--- src/rtl/core/cfcs_pkg.sv ---
package cfcs_pkg;

    localparam int MAX_QUBITS = 64;

    typedef logic [MAX_QUBITS-1:0] t_word;

    // Request codes
    localparam logic [3:0] REQ_H     = 4'd0;
    localparam logic [3:0] REQ_S     = 4'd1;
    localparam logic [3:0] REQ_SDAG  = 4'd2;
    localparam logic [3:0] REQ_X     = 4'd3;
    localparam logic [3:0] REQ_Y     = 4'd4;
    localparam logic [3:0] REQ_Z     = 4'd5;
    localparam logic [3:0] REQ_CX    = 4'd6;
    localparam logic [3:0] REQ_CZ    = 4'd7;
    localparam logic [3:0] REQ_SWAP  = 4'd8;
    localparam logic [3:0] REQ_QUERY = 4'd9;

    // Status codes
    localparam logic [1:0] ST_OK        = 2'd0;
    localparam logic [1:0] ST_BAD_QUBIT = 2'd1;
    localparam logic [1:0] ST_BAD_BASIS = 2'd2;

    typedef struct packed {
        logic [3:0]  req_type;
        logic [5:0]  first_qubit;
        logic [5:0]  second_qubit;
        logic [63:0] basis_query;
    } t_req;

    typedef struct packed {
        logic [1:0]        status;
        logic              amp_zero;
        logic [2:0]        amp_phase_eighths;
        logic signed [7:0] amp_root2_exponent;
    } t_rsp;

    // One row of the tableau: G, F, M bits and the qubit phase
    typedef struct packed {
        t_word      g;
        t_word      f;
        t_word      m;
        logic [1:0] ph;
    } t_row;

    // Micro-operations that a request is broken into
    typedef enum logic [2:0] {
        UOP_ROW1,
        UOP_CX,
        UOP_CZ,
        UOP_H,
        UOP_QUERY,
        UOP_SCALE
    } t_uop_kind;

    typedef struct packed {
        t_uop_kind  kind;
        logic       swap;
        logic [1:0] ph_add;
        logic       m_flip;
        logic       last;
    } t_uop;

    // Datapath actions
    typedef enum logic [3:0] {
        ACT_NONE,
        ACT_CLEAR,
        ACT_LOAD,
        ACT_ROW1,
        ACT_LATCH,
        ACT_PAIR1,
        ACT_PAIR2,
        ACT_HCALC,
        ACT_HPIV,
        ACT_HSPLIT,
        ACT_HROW,
        ACT_QINIT,
        ACT_QROW,
        ACT_QDONE,
        ACT_SCALE2,
        ACT_PUBLISH
    } t_act;

    typedef struct packed {
        t_act       act;
        logic [5:0] addr;
        logic [5:0] rd_addr;
        logic [1:0] ph_add;
        logic       m_flip;
        logic       pair_cz;
    } t_cmd;

    typedef struct packed {
        logic [1:0] req_status;
        logic       h_equal;
        logic [5:0] last_row;
    } t_sts;

    function automatic t_uop mk_uop(input t_uop_kind kind, input logic swap,
                                    input logic [1:0] ph_add, input logic m_flip,
                                    input logic last);
        t_uop u;
        u.kind   = kind;
        u.swap   = swap;
        u.ph_add = ph_add;
        u.m_flip = m_flip;
        u.last   = last;
        return u;
    endfunction

    // Micro-operation sequence of each request
    function automatic t_uop uop_of(input logic [3:0] kind, input logic [2:0] step);
        t_uop u;
        t_uop z_row;
        z_row = mk_uop(UOP_ROW1, 1'b0, 2'd2, 1'b0, 1'b0);
        u = mk_uop(UOP_SCALE, 1'b0, 2'd0, 1'b0, 1'b1);
        case (kind)
            REQ_H:    u = mk_uop(UOP_H, 1'b0, 2'd0, 1'b0, 1'b1);
            REQ_S:    u = mk_uop(UOP_ROW1, 1'b0, 2'd3, 1'b1, 1'b1);
            REQ_SDAG: u = mk_uop(UOP_ROW1, 1'b0, 2'd1, 1'b1, 1'b1);
            REQ_Z:    u = mk_uop(UOP_ROW1, 1'b0, 2'd2, 1'b0, 1'b1);
            REQ_X: begin
                case (step)
                    3'd0:    u = mk_uop(UOP_H, 1'b0, 2'd0, 1'b0, 1'b0);
                    3'd1:    u = z_row;
                    default: u = mk_uop(UOP_H, 1'b0, 2'd0, 1'b0, 1'b1);
                endcase
            end
            REQ_Y: begin
                case (step)
                    3'd0:    u = z_row;
                    3'd1:    u = mk_uop(UOP_H, 1'b0, 2'd0, 1'b0, 1'b0);
                    3'd2:    u = z_row;
                    3'd3:    u = mk_uop(UOP_H, 1'b0, 2'd0, 1'b0, 1'b0);
                    default: u = mk_uop(UOP_SCALE, 1'b0, 2'd0, 1'b0, 1'b1);
                endcase
            end
            REQ_CX:   u = mk_uop(UOP_CX, 1'b0, 2'd0, 1'b0, 1'b1);
            REQ_CZ:   u = mk_uop(UOP_CZ, 1'b0, 2'd0, 1'b0, 1'b1);
            REQ_SWAP: begin
                case (step)
                    3'd0:    u = mk_uop(UOP_CX, 1'b0, 2'd0, 1'b0, 1'b0);
                    3'd1:    u = mk_uop(UOP_CX, 1'b1, 2'd0, 1'b0, 1'b0);
                    default: u = mk_uop(UOP_CX, 1'b0, 2'd0, 1'b0, 1'b1);
                endcase
            end
            REQ_QUERY: u = mk_uop(UOP_QUERY, 1'b0, 2'd0, 1'b0, 1'b1);
            default:   u = mk_uop(UOP_SCALE, 1'b0, 2'd0, 1'b0, 1'b1);
        endcase
        return u;
    endfunction

endpackage

--- src/rtl/core/cfcs_ctrl.sv ---
module cfcs_ctrl (
    input  logic            i_clk,
    input  logic            i_rst_n,
    input  logic            i_valid,
    output logic            o_stall,
    input  logic            i_stall,
    output logic            o_valid,
    input  cfcs_pkg::t_req  i_req,
    input  cfcs_pkg::t_sts  i_sts,
    output cfcs_pkg::t_cmd  o_cmd
);

    typedef enum logic [3:0] {
        S_CLEAR,
        S_IDLE,
        S_DISPATCH,
        S_ROW1,
        S_PRD2,
        S_PW1,
        S_PW2,
        S_HCALC,
        S_HPIV,
        S_HSPLIT,
        S_HSW,
        S_QROW,
        S_QEND,
        S_DONE
    } t_state;

    t_state     r_state, n_state;
    logic [5:0] r_cnt, n_cnt;
    logic [2:0] r_step, n_step;
    logic [3:0] r_kind, n_kind;
    logic [5:0] r_qa, n_qa;
    logic [5:0] r_qb, n_qb;
    logic       r_out_valid, n_out_valid;

    cfcs_pkg::t_uop uop;
    logic [5:0]     first_q;
    logic [5:0]     second_q;
    logic           adv;
    logic           publish;

    assign uop      = cfcs_pkg::uop_of(r_kind, r_step);
    assign first_q  = uop.swap ? r_qb : r_qa;
    assign second_q = uop.swap ? r_qa : r_qb;
    assign o_stall  = (r_state != S_IDLE);
    assign o_valid  = r_out_valid;
    assign publish  = (r_state == S_DONE) && (!r_out_valid || !i_stall);

    // Sequence the micro-operations of the current transaction
    always_comb begin
        n_state = r_state;
        n_cnt   = r_cnt;
        n_step  = r_step;
        n_kind  = r_kind;
        n_qa    = r_qa;
        n_qb    = r_qb;
        adv     = 1'b0;
        o_cmd.act     = cfcs_pkg::ACT_NONE;
        o_cmd.addr    = first_q;
        o_cmd.rd_addr = first_q;
        o_cmd.ph_add  = uop.ph_add;
        o_cmd.m_flip  = uop.m_flip;
        o_cmd.pair_cz = (uop.kind == cfcs_pkg::UOP_CZ);

        case (r_state)
            S_CLEAR: begin
                o_cmd.act  = cfcs_pkg::ACT_CLEAR;
                o_cmd.addr = r_cnt;
                if (r_cnt == 6'(cfcs_pkg::MAX_QUBITS - 1)) begin
                    n_cnt   = '0;
                    n_state = S_IDLE;
                end else begin
                    n_cnt = r_cnt + 6'd1;
                end
            end
            S_IDLE: begin
                if (i_valid) begin
                    o_cmd.act = cfcs_pkg::ACT_LOAD;
                    n_kind    = i_req.req_type;
                    n_qa      = i_req.first_qubit;
                    n_qb      = i_req.second_qubit;
                    n_step    = '0;
                    if (i_sts.req_status != cfcs_pkg::ST_OK ||
                        i_req.req_type > cfcs_pkg::REQ_QUERY) begin
                        n_state = S_DONE;
                    end else begin
                        n_state = S_DISPATCH;
                    end
                end
            end
            S_DISPATCH: begin
                case (uop.kind)
                    cfcs_pkg::UOP_ROW1:  n_state = S_ROW1;
                    cfcs_pkg::UOP_CX:    n_state = S_PRD2;
                    cfcs_pkg::UOP_CZ:    n_state = S_PRD2;
                    cfcs_pkg::UOP_H:     n_state = S_HCALC;
                    cfcs_pkg::UOP_QUERY: begin
                        o_cmd.act     = cfcs_pkg::ACT_QINIT;
                        o_cmd.rd_addr = '0;
                        n_cnt         = '0;
                        n_state       = S_QROW;
                    end
                    default: begin
                        o_cmd.act = cfcs_pkg::ACT_SCALE2;
                        adv       = 1'b1;
                    end
                endcase
            end
            S_ROW1: begin
                o_cmd.act = cfcs_pkg::ACT_ROW1;
                adv       = 1'b1;
            end
            S_PRD2: begin
                o_cmd.act     = cfcs_pkg::ACT_LATCH;
                o_cmd.rd_addr = second_q;
                n_state       = S_PW1;
            end
            S_PW1: begin
                o_cmd.act  = cfcs_pkg::ACT_PAIR1;
                o_cmd.addr = second_q;
                n_state    = S_PW2;
            end
            S_PW2: begin
                o_cmd.act = cfcs_pkg::ACT_PAIR2;
                adv       = 1'b1;
            end
            S_HCALC: begin
                o_cmd.act = cfcs_pkg::ACT_HCALC;
                n_state   = S_HPIV;
            end
            S_HPIV: begin
                o_cmd.act = cfcs_pkg::ACT_HPIV;
                if (i_sts.h_equal) begin
                    adv = 1'b1;
                end else begin
                    n_state = S_HSPLIT;
                end
            end
            S_HSPLIT: begin
                o_cmd.act     = cfcs_pkg::ACT_HSPLIT;
                o_cmd.rd_addr = '0;
                n_cnt         = '0;
                n_state       = S_HSW;
            end
            S_HSW: begin
                o_cmd.act     = cfcs_pkg::ACT_HROW;
                o_cmd.addr    = r_cnt;
                o_cmd.rd_addr = r_cnt + 6'd1;
                if (r_cnt == i_sts.last_row) begin
                    adv = 1'b1;
                end else begin
                    n_cnt = r_cnt + 6'd1;
                end
            end
            S_QROW: begin
                o_cmd.act     = cfcs_pkg::ACT_QROW;
                o_cmd.addr    = r_cnt;
                o_cmd.rd_addr = r_cnt + 6'd1;
                if (r_cnt == i_sts.last_row) begin
                    n_state = S_QEND;
                end else begin
                    n_cnt = r_cnt + 6'd1;
                end
            end
            S_QEND: begin
                o_cmd.act = cfcs_pkg::ACT_QDONE;
                adv       = 1'b1;
            end
            S_DONE: begin
                if (publish) begin
                    o_cmd.act = cfcs_pkg::ACT_PUBLISH;
                    n_state   = S_IDLE;
                end
            end
            default: n_state = S_IDLE;
        endcase

        // Advance to the next micro-operation or finish
        if (adv) begin
            if (uop.last) begin
                n_state = S_DONE;
            end else begin
                n_step  = r_step + 3'd1;
                n_state = S_DISPATCH;
            end
        end

        // Hold the result flag until the transaction is taken
        if (publish) begin
            n_out_valid = 1'b1;
        end else if (r_out_valid && !i_stall) begin
            n_out_valid = 1'b0;
        end else begin
            n_out_valid = r_out_valid;
        end
    end

    always_ff @(posedge i_clk) begin
        if (!i_rst_n) begin
            r_state     <= S_CLEAR;
            r_cnt       <= '0;
            r_step      <= '0;
            r_kind      <= '0;
            r_qa        <= '0;
            r_qb        <= '0;
            r_out_valid <= 1'b0;
        end else begin
            r_state     <= n_state;
            r_cnt       <= n_cnt;
            r_step      <= n_step;
            r_kind      <= n_kind;
            r_qa        <= n_qa;
            r_qb        <= n_qb;
            r_out_valid <= n_out_valid;
        end
    end

endmodule

--- config.mk ---
export PLATFORM = sky130hd
export DESIGN_NAME = cfcs_ctrl
export DESIGN_NICKNAME = d
export VERILOG_FILES = /design/src/rtl/core/cfcs_pkg.sv /design/src/rtl/core/cfcs_ctrl.sv
export SDC_FILE = /design/constraint.sdc
export NUM_CORES = 1
export LEC_CHECK = 0
export ABC_CLOCK_PERIOD_IN_PS = 2600
export BUFFER_PORTS_ARGS = -buffer_cell sky130_fd_sc_hd__buf_2
export CAP_MARGIN = 10
export CORE_MARGIN = 1
export CORE_UTILIZATION = 25
export DETAILED_ROUTE_END_ITERATION = 8
export PLACE_DENSITY = 0.56
export SYNTH_ARGS = -nofsm -noshare
export SYNTH_HDL_FRONTEND = slang
export SYNTH_SLANG_ARGS = --single-unit
export TNS_END_PERCENT = 5
--- constraint.sdc ---
create_clock -name i_clk -period 2.6 [get_ports i_clk]
set_input_delay 0.26 -clock i_clk [delete_from_list [all_inputs] [get_ports i_clk]]
set_output_delay 0.26 -clock i_clk [all_outputs]
set_load 0.01 [all_outputs]
==> flow_summary.json, run 1 <==
{
  "power_leakage_nw": 1.22,
  "drtAntennaViolNets": 0,
  "cp-start-kind": "register",
  "synth_ff_type": "dfxtp_1",
  "final_nets": 503,
  "hold_path_class": "input pin to register",
  "swShare_pct": 25.1,
  "cp.arrival_ps": 2400,
  "dp_hpwl_mm": 5.68,
  "coreArea_mm2": 0.00928,
  "ys_seq_area_share_pct": 25.0,
  "path_cells": "ha_4, ha_4, or4_4, a311oi_4, nand3_2, and2b_2, a31o_4, buf_6",
  "globalplace.congestion": 0.834,
  "synth_edf_count": 0,
  "wirelength_mm": 7.61,
  "tns_ps": -165,
  "violations": "setup timing",
  "pin_count": 115,
  "fp.dieArea_mm2": 0.0100,
  "gr-usage-met1_pct": 22.1,
  "avgSynthCellArea_um2": 7.01,
  "pwr-share-comb_pct": 7.7,
  "crit_slowest_cell": "or4_4",
  "setup_viol": 3,
  "cts_hold_buf": 0,
  "fin_skew_ps": 11.4,
  "rr_worst_depth": 9,
  "synth-seq-cells": 30,
  "fin_ws_ps": -61.8,
  "post-route-drc-count": 0,
  "num_vias": 2751,
  "hold_viol_final": 0,
  "cts_buffer_depth": 2,
  "synthDistinctLibCells": 57,
  "peakVddDrop_mv": 0.224,
  "clk_latency_ps": 290,
  "fmax_mhz": 376,
  "cts.sinks": 30,
  "tightest_slew_ps": 578,
  "slew_headroom_pct": 61.1,
  "grt_start_max_net_pins": 20,
  "pre_cts_ws_ps": 0.103,
  "place_area_mm2": 0.00287,
  "grtUsageMet3_pct": 2.86,
  "maxSlewViolCount": 0,
  "gr-usage-met2_pct": 26.0,
  "worstSetupEndpointType": "primary output",
  "syn-instance-count": 343,
  "wl_per_cell_um": 14.2,
  "grt-ovfl-total": 0,
  "p_seq_share_pct": 49.7,
  "design_area_mm2": 0.00313,
  "grt_pass1_vias": 2615,
  "power.density_mw_per_mm2": 303,
  "firstDrtPassIters": 5,
  "pwr-share-clk_pct": 42.6,
  "rsz0062_at_grt": "true",
  "drt_iter0_markers": 232,
  "p_switching_mw": 0.238,
  "outcome": "finished, violations left",
  "start_util_pct": 25.9,
  "grt_pass1_wl_mm": 12.9,
  "syn_area_mm2": 0.00240,
  "crit_path_max_incr_delay_ps": 500,
  "async_flop_share_pct": 0,
  "portBuffers": 50,
  "fin_crit_sh_pct": 102,
  "required_ps": 2340,
  "grt_usage_pct": 16.0,
  "holdPathStages": 3,
  "numCtsBuffers": 5,
  "critPathKind": "register to primary output",
  "drv_cap": 0,
  "antenna_cells": 0,
  "syn_nets": 442,
  "fin_crit_ps": 2660,
  "routed_via_density": 5.15,
  "yosysWarningCount": 0,
  "path_clk_slew_ps": 70,
  "root_buffer": "clkbuf_8",
  "rows": 35,
  "cts_tree": "yes",
  "die_h_um": 100,
  "areaGrowthSynthToFinish_pct": 30.1,
  "p_int_mw": 0.708,
  "drive_gt1_share_pct": 28.1,
  "antenna_found_initial": 0,
  "htreeDepth": 2,
  "crit_path_frequent_cell": "ha_4",
  "die_w_um": 100,
  "busiest_layer": "met2",
  "critPathMaxFanout": 4
}
per-stage QoR:
stage | power [mW] | hold slack [ps] | util [%] | instances
final | 0.946 | 215 | 33.7 | 534
after global routing | 0.985 | 217 | 33.7 | 534
after CTS | 0.956 | 213 | 33.0 | 533
after detailed placement | 0.555 | 470 | 31.0 | 520
after global placement | 0.554 | 464 | 31.0 | 520
after floorplan | 0.516 | 396 | - | 343
sequential cells by signal (all words and copies together), names as in the netlist:
signal	cells
r_state	4
r_qa	6
r_step	3
r_kind	4
r_cnt	6
o_valid	1
r_qb	6
per-layer routing:
layer	wire, µm	share of wire (%)
met4	27	0.35
met3	481	6.3
met2	3480	46
met5	0	0
met1	3620	48
cells in the final DEF (no fill, tap or decap), types with 3 or more instances in the layout:
cell,n
o21ai_1,3
inv_1,17
a222oi_1,6
o211ai_1,7
clkbuf_8,6
o31ai_1,5
nand2b_1,9
ha_4,4
buf_6,3
buf_2,48
nor2_1,20
dfxtp_1,26
o21ai_0,17
a22oi_1,7
and3_1,4
nand2_1,56
nor2b_1,5
xnor2_1,4
xor2_1,7
nor3_1,8
nand3_1,20
a21oi_1,31
a31oi_1,6
buf_4,26
path summary, 6_finish.rpt:
check	start	to	slack, ps
max	r_step[0]	o_cmd[16]	-60
min	i_req[73]	r_qa[3]	220
max reg2reg	r_step[0]	r_state[2]	150
min reg2reg	r_qb[5]	r_qb[5]	480
cells in the mapped netlist, drive strengths merged, types with 3 or more instances:
master	n	area (µm²)
nand2	56	210
a21oi	32	160
dfxtp	30	601
nand3	22	115
nor2	21	81.3
o21ai	20	100
inv	19	71.3
clkbuf	13	48.8
buf	10	50.1
nand2b	9	56.3
nor3	8	40.0
a22oi	7	52.6
o211ai	7	52.6
xor2	7	61.3
a222oi	6	60.1
a31oi	6	37.5
ha	6	75.1
o31ai	6	45.0
nor2b	5	31.3
and3	4	25.0
xnor2	4	35.0
or2	3	21.3
power by group through the flow:
stage / Combinational (mW) / Sequential [mW] / Clock, mW
floorplan: 0.0382 / 0.478 / 0
global placement: 0.0719 / 0.483 / 0
detailed placement: 0.0727 / 0.483 / 0
CTS: 0.0735 / 0.471 / 0.412
global route: 0.0829 / 0.471 / 0.431
finish: 0.0727 / 0.470 / 0.403
critical path: cells and delay by family (launching register included):
kind            cells  cell delay, ps
fa+ha+maj           2             310
flops               1             370
buf+inv             1              90
compound gates      2             430
simple gates        3             920
cells by family (layout without fill, tap and decap cells):
group | Yosys count | after routing | synth area share, %
buf+inv | 42 | 104 | 7.08
flops | 30 | 30 | 25.0
fa+ha+maj | 6 | 6 | 3.12
xor+xnor | 11 | 11 | 4.01
compound gates | 107 | 107 | 30.0
mux | 2 | 2 | 0.833
simple gates | 145 | 145 | 30.0
repair_timing:
action	4_1_cts	5_1_grt
gates resized for setup	16	14
setup buffers	5	1
pin swaps	4	4
endpoints found under the setup margin	15	16
layout make-up:
class | count | area [µm²]
fillers | 1017 | 6160
multi-input cells | 271 | 1720
flip-flops and latches | 30 | 611
repair buffers | 77 | 469
well taps | 129 | 161
clock buffers | 6 | 82.6
inverters | 19 | 71.3
clock inverters | 2 | 12.5
Note: power is estimated with default switching activity, not from simulation.
==> run 2: changes to the inputs <==
--- a/config.mk
+++ b/config.mk
@@ -11,7 +11,7 @@
 export CORE_MARGIN = 1
 export CORE_UTILIZATION = 25
 export DETAILED_ROUTE_END_ITERATION = 8
-export PLACE_DENSITY = 0.56
+export PLACE_DENSITY_LB_ADDON = 0.2
 export SYNTH_ARGS = -nofsm -noshare
 export SYNTH_HDL_FRONTEND = slang
 export SYNTH_SLANG_ARGS = --single-unit
==> run 2 against run 1 <==
Non-clock buffer count rose by 3. Largest cell class unchanged. Die area unchanged. The run still ends with setup timing left. Final cell count increased by 0.56%. Combinational power grew 5.2%. Critical endpoint unchanged. Clock skew down 7.5 ps. Clock-buffer cell count did not move.
==> flow_summary.json, run 2 (synthesis gave the netlist of run 1 again) <==
{
  "outcome": "finished, violations left",
  "violations": "setup timing",
  "crit_start": "r_step[1]",
  "antenna_found_initial": 0,
  "fillers": 1070,
  "place_area_mm2": 0.00290,
  "cts.sinks": 30,
  "swShare_pct": 25.1,
  "globalplace.congestion": 0.802,
  "drtAntennaViolNets": 0,
  "power_leakage_nw": 1.23,
  "drt_iter0_markers": 164,
  "grt_usage_pct": 15.5,
  "cp-start-kind": "register",
  "hold_path_class": "input pin to register",
  "rr_worst_depth": 9,
  "drive_gt1_share_pct": 28.7,
  "gr-usage-met2_pct": 24.5,
  "coreArea_mm2": 0.00928,
  "slew_headroom_pct": 63.6,
  "worstSetupEndpointType": "primary output",
  "critPathMaxFanout": 3,
  "final_nets": 506,
  "path_clk_slew_ps": 70,
  "layout_commonest_cell": "nand2_1",
  "post-route-drc-count": 0,
  "cp.arrival_ps": 2400,
  "die_h_um": 100,
  "tightest_slew_ps": 541,
  "p_seq_share_pct": 49.5,
  "grt_pass1_wl_mm": 12.3,
  "grt_pass1_vias": 2459,
  "clk_latency_ps": 280,
  "busiest_layer": "met2",
  "cts_buffer_depth": 2,
  "p_int_mw": 0.711,
  "areaGrowthSynthToFinish_pct": 30.5,
  "pwr-share-comb_pct": 8.1,
  "portBuffers": 50,
  "fin_ws_ps": -64.0,
  "endpoint": "o_cmd[16]",
  "gr-usage-met1_pct": 22.3,
  "hold_viol_final": 0,
  "pre_cts_ws_ps": 86.3,
  "htreeDepth": 2,
  "wirelength_mm": 7.60,
  "cts_hold_buf": 0,
  "num_vias": 2727,
  "pin_count": 115,
  "firstDrtPassIters": 5,
  "wl_per_cell_um": 14.2,
  "grt-ovfl-total": 0,
  "top_regs": "r_cnt: 6 flops, r_qa: 6 flops, r_qb: 6 flops",
  "antenna_cells": 0,
  "power.density_mw_per_mm2": 302,
  "numCtsBuffers": 5,
  "tns_ps": -152,
  "root_buffer": "clkbuf_8",
  "die_w_um": 100,
  "r2r_setup_slack_ps": 190,
  "start_util_pct": 25.9,
  "fin_crit_sh_pct": 102,
  "critPathKind": "register to primary output",
  "routed_via_density": 5.08,
  "design_area_mm2": 0.00314,
  "cts_tree": "yes",
  "pwr-share-clk_pct": 42.4,
  "rows": 35,
  "peakVddDrop_mv": 0.162,
  "fp.dieArea_mm2": 0.0100,
  "rsz0062_at_grt": "true",
  "maxSlewViolCount": 0,
  "required_ps": 2340,
  "p_switching_mw": 0.238,
  "r2r_start": "r_step[1]",
  "setup_viol": 3,
  "drv_cap": 0,
  "fmax_mhz": 375,
  "grtUsageMet3_pct": 2.65,
  "timing.rr.end": "r_state[2]",
  "final_cell_mix": "nand2_1 (56), buf_2 (49), a21oi_1 (32), buf_4 (29), dfxtp_1 (28)",
  "fin_crit_ps": 2660,
  "post-route-util_pct": 33.8,
  "whs_ps": 213,
  "grt_start_max_net_pins": 19,
  "dp_hpwl_mm": 5.89,
  "fin_skew_ps": 3.92
}
run 2: cell count changes in the layout (fill, tap and decap cells not counted), moves of 2 or more:
cell	delta
dfxtp_2	-2
buf_4	+3
o21ai_0	-2
dfxtp_1	+2
run 2: worst min-delay path by stage:
stage | cells after the start | end | start | slack (ps)
floorplan | 2 | r_qa[0] | i_req[70] | 400
detailed placement | 2 | r_qa[4] | r_qa[4] | 470
CTS | 3 | r_qa[0] | i_req[70] | 210
finish | 3 | r_qa[4] | i_req[74] | 210
global route | 3 | r_qa[4] | i_req[74] | 210
global placement | 2 | r_qa[2] | r_qa[2] | 460
run 2: cell type report:
class	instances	area [µm²]	share of cell area, %
Clock inverter	2	12.5	0.399
Clock buffer	6	82.6	2.63
Timing Repair Buffer	80	485	15.5
Multi-Input combinational cell	271	1710	54.7
Inverter	19	71.3	2.27
Tap cell	129	161	5.15
Sequential cell	30	608	19.4
run 2: metal layers:
| layer | vias to the layer above | routed length, µm | part of all wire, % |
|---|---|---|---|
| li1 | 1368 | - | - |
| met1 | 1284 | 3740 | 49 |
| met2 | 71 | 3430 | 45 |
| met3 | 4 | 379 | 5.0 |
| met4 | 0 | 49 | 0.64 |
| met5 | - | 0 | 0 |
run 2: power by group through the flow:
| stage | Sequential [mW] | Combinational (mW) | Clock (mW) |
|---|---|---|---|
| 2_1_floorplan | 0.478 | 0.0382 | 0 |
| 5_1_grt | 0.470 | 0.0859 | 0.435 |
| 6_report | 0.469 | 0.0765 | 0.402 |
| 3_3_place_gp | 0.482 | 0.0767 | 0 |
| 3_5_place_dp | 0.482 | 0.0770 | 0 |
| 4_1_cts | 0.471 | 0.0776 | 0.417 |
run 2: worst max-delay path, stage by stage, from the launching register on:
cell and delay (ps):
dfxtp_4 360, buf_6 120, ha_4 150, or4_4 550, a311oi_4 340, nand3_2 130
and2b_2 280, a31o_4 100, buf_6 90
run 2: repair_timing:
action,in CTS,in global routing
hold endpoints to repair,0,0
pin swaps,3,4
gates resized for setup,13,16
endpoints found under the setup margin,14,16
setup buffers,4,1
run 2: through the flow:
| step | cells | total power, mW |
|---|---|---|
| 2_1_floorplan | 343 | 0.516 |
| 3_3_place_gp | 524 | 0.558 |
| 3_5_place_dp | 524 | 0.559 |
| 4_1_cts | 536 | 0.966 |
| 5_1_grt | 537 | 0.991 |
| 6_report | 537 | 0.948 |
